File: src/hw/rtl/assert_macros.svh
// assertion helpers shared by the rtl
`ifndef ASSERT_MACROS_SVH
`define ASSERT_MACROS_SVH

// condition implies consequence in the same cycle
`define ASSERT_IMPLIES(label, clk, rst, cond, cons) \
   label: assert property (@(posedge clk) disable iff (rst) (cond) |-> (cons)) \
      else $error("assertion failed");

// condition implies consequence in the next cycle
`define ASSERT_NEXT(label, clk, rst, cond, cons) \
   label: assert property (@(posedge clk) disable iff (rst) (cond) |=> (cons)) \
      else $error("assertion failed");

`endif

File: src/hw/rtl/lj_div.sv
`default_nettype none
module lj_div #(
   parameter int NUM_W = 49,
   parameter int DEN_W = 23,
   parameter int STEP = 4
) (
   input  logic             clock,
   input  logic             enable,
   input  logic [NUM_W-1:0] num,
   input  logic [DEN_W-1:0] den,
   output logic [NUM_W-1:0] quot
);
   localparam int STAGES = (NUM_W + STEP - 1) / STEP;
   localparam int PAD_W = STAGES * STEP;

   logic [PAD_W-1:0] num_ff [STAGES];
   logic [PAD_W-1:0] quo_ff [STAGES];
   logic [DEN_W-1:0] rem_ff [STAGES];
   logic [DEN_W-1:0] den_ff [STAGES];

   for (genvar s = 0; s < STAGES; s++) begin : g_stage
      logic [PAD_W-1:0] num_src, quo_src, num_in, quo_in;
      logic [DEN_W-1:0] rem_src, den_src, rem_in;

      if (s == 0) begin : g_first
         assign num_src = PAD_W'(num);
         assign quo_src = '0;
         assign rem_src = '0;
         assign den_src = den;
      end else begin : g_rest
         assign num_src = num_ff[s-1];
         assign quo_src = quo_ff[s-1];
         assign rem_src = rem_ff[s-1];
         assign den_src = den_ff[s-1];
      end

      // restoring steps, one quotient bit each
      always_comb begin
         logic [DEN_W:0] trial;
         num_in = num_src;
         quo_in = quo_src;
         rem_in = rem_src;
         for (int k = 0; k < STEP; k++) begin
            trial = {rem_in, num_in[PAD_W-1]};
            num_in = num_in << 1;
            if (trial >= {1'b0, den_src}) begin
               rem_in = DEN_W'(trial - {1'b0, den_src});
               quo_in = {quo_in[PAD_W-2:0], 1'b1};
            end else begin
               rem_in = trial[DEN_W-1:0];
               quo_in = {quo_in[PAD_W-2:0], 1'b0};
            end
         end
      end

      always_ff @(posedge clock) begin
         if (enable) begin
            num_ff[s] <= num_in;
            quo_ff[s] <= quo_in;
            rem_ff[s] <= rem_in;
            den_ff[s] <= den_src;
         end
      end
   end

   assign quot = quo_ff[STAGES-1][NUM_W-1:0];
endmodule
`default_nettype wire

File: config.mk
export PLATFORM = sky130hd
export DESIGN_NAME = lj_div
export DESIGN_NICKNAME = d
export VERILOG_FILES = /design/src/hw/rtl/assert_macros.svh /design/src/hw/rtl/lj_div.sv
export SDC_FILE = /design/constraint.sdc
export NUM_CORES = 2
export LEC_CHECK = 0
export ABC_AREA = 1
export ABC_CLOCK_PERIOD_IN_PS = 11100
export BUFFER_PORTS_ARGS = -buffer_cell sky130_fd_sc_hd__buf_2
export CORE_AREA = 2 2 668 670
export DETAILED_ROUTE_END_ITERATION = 16
export DIE_AREA = 0 0 670 672
export PLACE_DENSITY = 0.46
export SLEW_MARGIN = 40
export SYNTH_ARGS = -nofsm -noshare
export SYNTH_HDL_FRONTEND = slang
export SYNTH_SLANG_ARGS = --single-unit
export TNS_END_PERCENT = 30
File: constraint.sdc
create_clock -name clock -period 11.1 [get_ports clock]
set_clock_uncertainty 0.1 [all_clocks]
set_input_delay 0.555 -clock clock [delete_from_list [all_inputs] [get_ports clock]]
set_output_delay 0.555 -clock clock [all_outputs]
set_load 0.02 [all_outputs]
# Word-level counts from Yosys, hierarchy flattened
# Memory sizes are Yosys's and may differ from the RTL's.
# Cells that the tools add are included.
word_totals:
  regBits: 0
  ramBits: 1898
  inputBits: 74
  output_inout_bits: 49
  elab_cells: 214
  mem_count: 4
mem_list:
  columns: ["memory", "words", "word_bits", "read_ports", "rd_ports_with_merged_regs", "wr", "line", "source"]
  rows:
  - ["quo_ff", 13, 52, 13, 0, 13, "lj_div.sv:17", "logic [PAD_W-1:0] quo_ff [STAGES];"]
  - ["num_ff", 13, 48, 12, 0, 13, "lj_div.sv:16", "logic [PAD_W-1:0] num_ff [STAGES];"]
  - ["den_ff", 13, 23, 12, 0, 13, "lj_div.sv:19", "logic [DEN_W-1:0] den_ff [STAGES];"]
  - ["rem_ff", 13, 23, 12, 0, 13, "lj_div.sv:18", "logic [DEN_W-1:0] rem_ff [STAGES];"]
classes:
  add_sub_neg: 52
  n_lt_le_gt_ge: 52
  mux: 106
ops:
  columns: ["cell", "count"]
  rows:
  - ["24-bit by 23-bit greater-or-equal comparator with 1-bit output", 51]
  - ["23-bit two-way mux", 52]
  - ["23-bit subtractor", 51]
  - ["1-bit two-way mux", 54]
  - ["1-bit by 23-bit greater-or-equal comparator with 1-bit output, first input constant", 1]
  - ["1-bit by 23-bit subtractor with 23-bit output, first input constant", 1]

# Longest topological paths before layout
# An unclocked memory read counts as a cell.
depth:
  word_depth: 9
  mapped_depth: 68
  depth_no_buf: 64

# Worst setup path before layout
# Ideal clock, no wire load.
synth_timing:
  path_type: "register to register"
  startpoint: "memory num_ff[1][95] (netlist name)"
  endpoint: "memory rem_ff[6][12], in the netlist rem_ff[1][58], data pin"
  setup_ns: 0.252
  arrival_ns: 7.680
  required_time_ns: 10.748
  slack_ns: 3.068
  path_stages_with_launch: 59
  path_buffers: 6
  synth_period_minus_slack_ns: 8.032
  cell_sequence: "edfxtp_1 inv_1 ha_1 inv_1 fa_1 nand2_1 o21ai_2 nand2_1 nand2_2 nand3_1 nand4_4 buf_2 or2_2 nand2_1 inv_1 ha_1 nand2_1 inv_1 (+23 left out) nor2_8 buf_2 nand2_1 o21ai_2 ha_1 a21oi_1 o21ai_0 a21oi_1 nand3_1 nand2_1 nand2_1 o21ai_0 nand2_1 a21oi_1 nand3_2 buf_6 nand2_1 nand2_1"
synth_lines:
  columns: ["element", "line"]
  rows:
  - ["start, declared", "lj_div.sv:16"]
  - ["end, declared", "lj_div.sv:18"]

==> metrics.md <==
| Metric | Value |
|---|---|
| Layout cells sized above 1 | 0.0779 |
| Final Hold Fails | 0 |
| H-tree lvl count | 4 |
| Later-pin clock latency in the skew report | 0.87 ns |
| Most numerous cell in the Yosys netlist | nand2_1 |
| Max cap viols | 0 |
| Worst Path Arrival | 10.74 ns |
| Outcome | complete, no violations |
| Gr ovfl total | 0 |
| Worst setup EP type | flip-flop |
| TritonRoute pass-1 iters | 6 |
| Synth Cell Area | 0.110 sq mm |
| Clock Pin Slew Worst Setup and Hold Paths | 0.06 ns |
| Die Width | 670 um |
| CTS tree | yes |
| Hold_ws | 0.0730 ns |
| Critical path class | reg2reg |
| Yosys top cell area share | 0.323 |
| Biggest area consumer among synthesized cells | edfxtp_1 |
| Commonest cells in the netlist | nand2_1, inv_1, a21oi_1 |
| Startpoint types | flip-flop |
| Primary FF master, synth | edfxtp_1 |
| Nets | 16600 |
| TritonCTS Sinks | 1189 |
| Avg Cell Area, Syn | 7.54 sq um |
| Antenna viol nets, final | 0 |
| Post-Route WL | 380 mm |
| Routed len/inst | 17.8 um |
| Global-route wire length before repair | 580 mm |
| Slowest-stage cell, CP | fa_1 |
| Final WS setup | 0.846 ns |
| Place WS | 0.438 ns |
| Vias post-DR | 100000 |
| Worst slew pin tran | 0.856 ns |
| Final Slew Violations | 0 |
| CTS root buffer | clkbuf_16 |
| Vert. Die Dim | 672 um |
| Crit path max fanout | 32 |
| Num CTS Buffers | 160 |
| Core Box Area | 0.444 sq mm |
| Slew margin rel. | 0.423 |
| Register area share after synthesis | 0.323 |
| Starting Density | 0.249 |
| Final Cycle Share | 0.924 |
| GP Congestion | 0.917 |
| Worst EP required | 11.58 ns |
| Die area | 0.450 sq mm |
| IO Pins | 123 |
| Area grow syn2layout | 15.5% |
| Synth cell types | 68 |
| Hold path depth | 1 |
| Post-layout minimum cycle time | 10.25 ns |
| DR vias/cell | 4.69 |
| Total track usage | 0.163 |
| Hpwl dp | 312 mm |
| Row Count | 245 |
| Syn Nets | 15900 |
| Most used cell along the critical path | nand2_1 |
| Post-synth EDFFs | 1189 |
| Area contributors post-synth | edfxtp_1, nand2_1, ha_1 |
| Worst r2r path cells | 54 |
| Filler cell count | 48500 |
| Number of global-route vias before repair | 97400 |
| IO buf count | 122 |
| Drt initial violations | 6597 |
| Setup TNS | 0 ns |
| CTS max path bufs | 4 |
| Synth Instances | 14700 |
| Synth Register Bits | 1189 |
| Ys Warns | 0 |
| Largest net degree at the start of global routing | 148 |
| Slowest stage delay, CP | 0.56 ns |
| Hold Crit Class | in2reg |
| Setup-failing EPs final | 0 |
| Antenna violations before repair | 9 |
| RSZ-0062 raised after global routing | no |
| Achievable Freq | 0.0975 GHz |
| Asr flop ratio synth | 0 |
| Drt drc | 0 |
## logic make-up after synthesis
family                     after synthesis  share of synthesized area
AOI/OAI and AO/OA                     2884                      0.144
and+or+nand+nor                       6570                      0.250
buffers and inverters                 1865                     0.0673
adders and majority gates             1221                      0.142
muxes                                    1                  0.0000907
DFF                                   1189                      0.323
xor gates and xnor gates               922                     0.0731
## cell usage in the layout (no fill, tap or decap), types with 71 or more instances in the layout
| cell type | n |
|---|---|
| dlygate4sd3_1 | 71 |
| a31oi_1 | 90 |
| or2_2 | 81 |
| clkbuf_16 | 163 |
| xnor2_1 | 449 |
| o21ai_0 | 890 |
| nor3_1 | 175 |
| buf_4 | 503 |
| a21oi_1 | 1252 |
| edfxtp_1 | 1189 |
| nor2_1 | 889 |
| a21o_1 | 133 |
| inv_1 | 1591 |
| o21ai_1 | 166 |
| nand2_1 | 4191 |
| buf_2 | 121 |
| ha_1 | 1173 |
| o21bai_1 | 83 |
| xor2_1 | 473 |
| nand4_1 | 256 |
| nand3_1 | 744 |
## through the flow
stage                      util  area [sq um]  cells
after floorplan               -        110000  14700
after global placement    0.274        122000  21000
after detailed placement  0.274        122000  21000
after CTS                 0.287        127000  21400
after global routing      0.287        128000  21400
final                     0.287        128000  21400
## worst paths after layout
kind / from / endpoint / slack (ns)
setup / recovery: den_ff[0][1] / rem_ff[0][25] / 0.85
hold / removal: enable / quo_ff[1][115] / 0.07
hold reg to reg: num_ff[2][32] / num_ff[2][84] / 0.30
setup reg to reg: den_ff[0][1] / rem_ff[0][25] / 0.85
## registers in the layout, summed over array words and instances (netlist names)
| name | count |
|---|---|
| num_ff | 312 |
| den_ff | 276 |
| rem_ff | 276 |
| quo_ff | 325 |
## worst max-delay path: cells and delay by family, from the launching register on
| family | cells | cell delay, ns |
|---|---|---|
| buffers and inverters | 7 | 1.39 |
| AND/OR/NAND/NOR | 32 | 3.74 |
| flip-flops | 1 | 0.51 |
| adder cells (fa/ha/maj) | 4 | 1.65 |
| AO/OA/AOI/OAI | 11 | 2.55 |
## per-layer routing
layer	vias up	track usage	share of wire
met2	1886	0.282	0.47
met1	46500	0.217	0.46
li1	51300	-	-
met3	428	0.0139	0.036
met5	-	0	0
met4	0	0.0455	0.029
## what timing repair did
action                                  4_1_cts  5_1_grt
resized for setup                             0       17
hold buffers                                 71        0
endpoints found under the hold margin        71        0
endpoints found under the setup margin        0       47
setup buffers                                 0        1
## cell type report
class / count / area, sq um / area share
Clock buffer: 181 / 4150 / 0.0325
Inverter: 1637 / 6150 / 0.0482
Tap cell: 5928 / 7420 / 0.0582
Sequential cell: 1189 / 35700 / 0.280
Antenna cell: 3 / 7.51 / 0.0000589
Clock inverter: 99 / 977 / 0.00766
Timing Repair Buffer: 730 / 5790 / 0.0454
Multi-Input combinational cell: 11600 / 67300 / 0.528
Power is not shown: default switching activity piles up to over one toggle a cycle in this logic, so the estimate is an artifact.
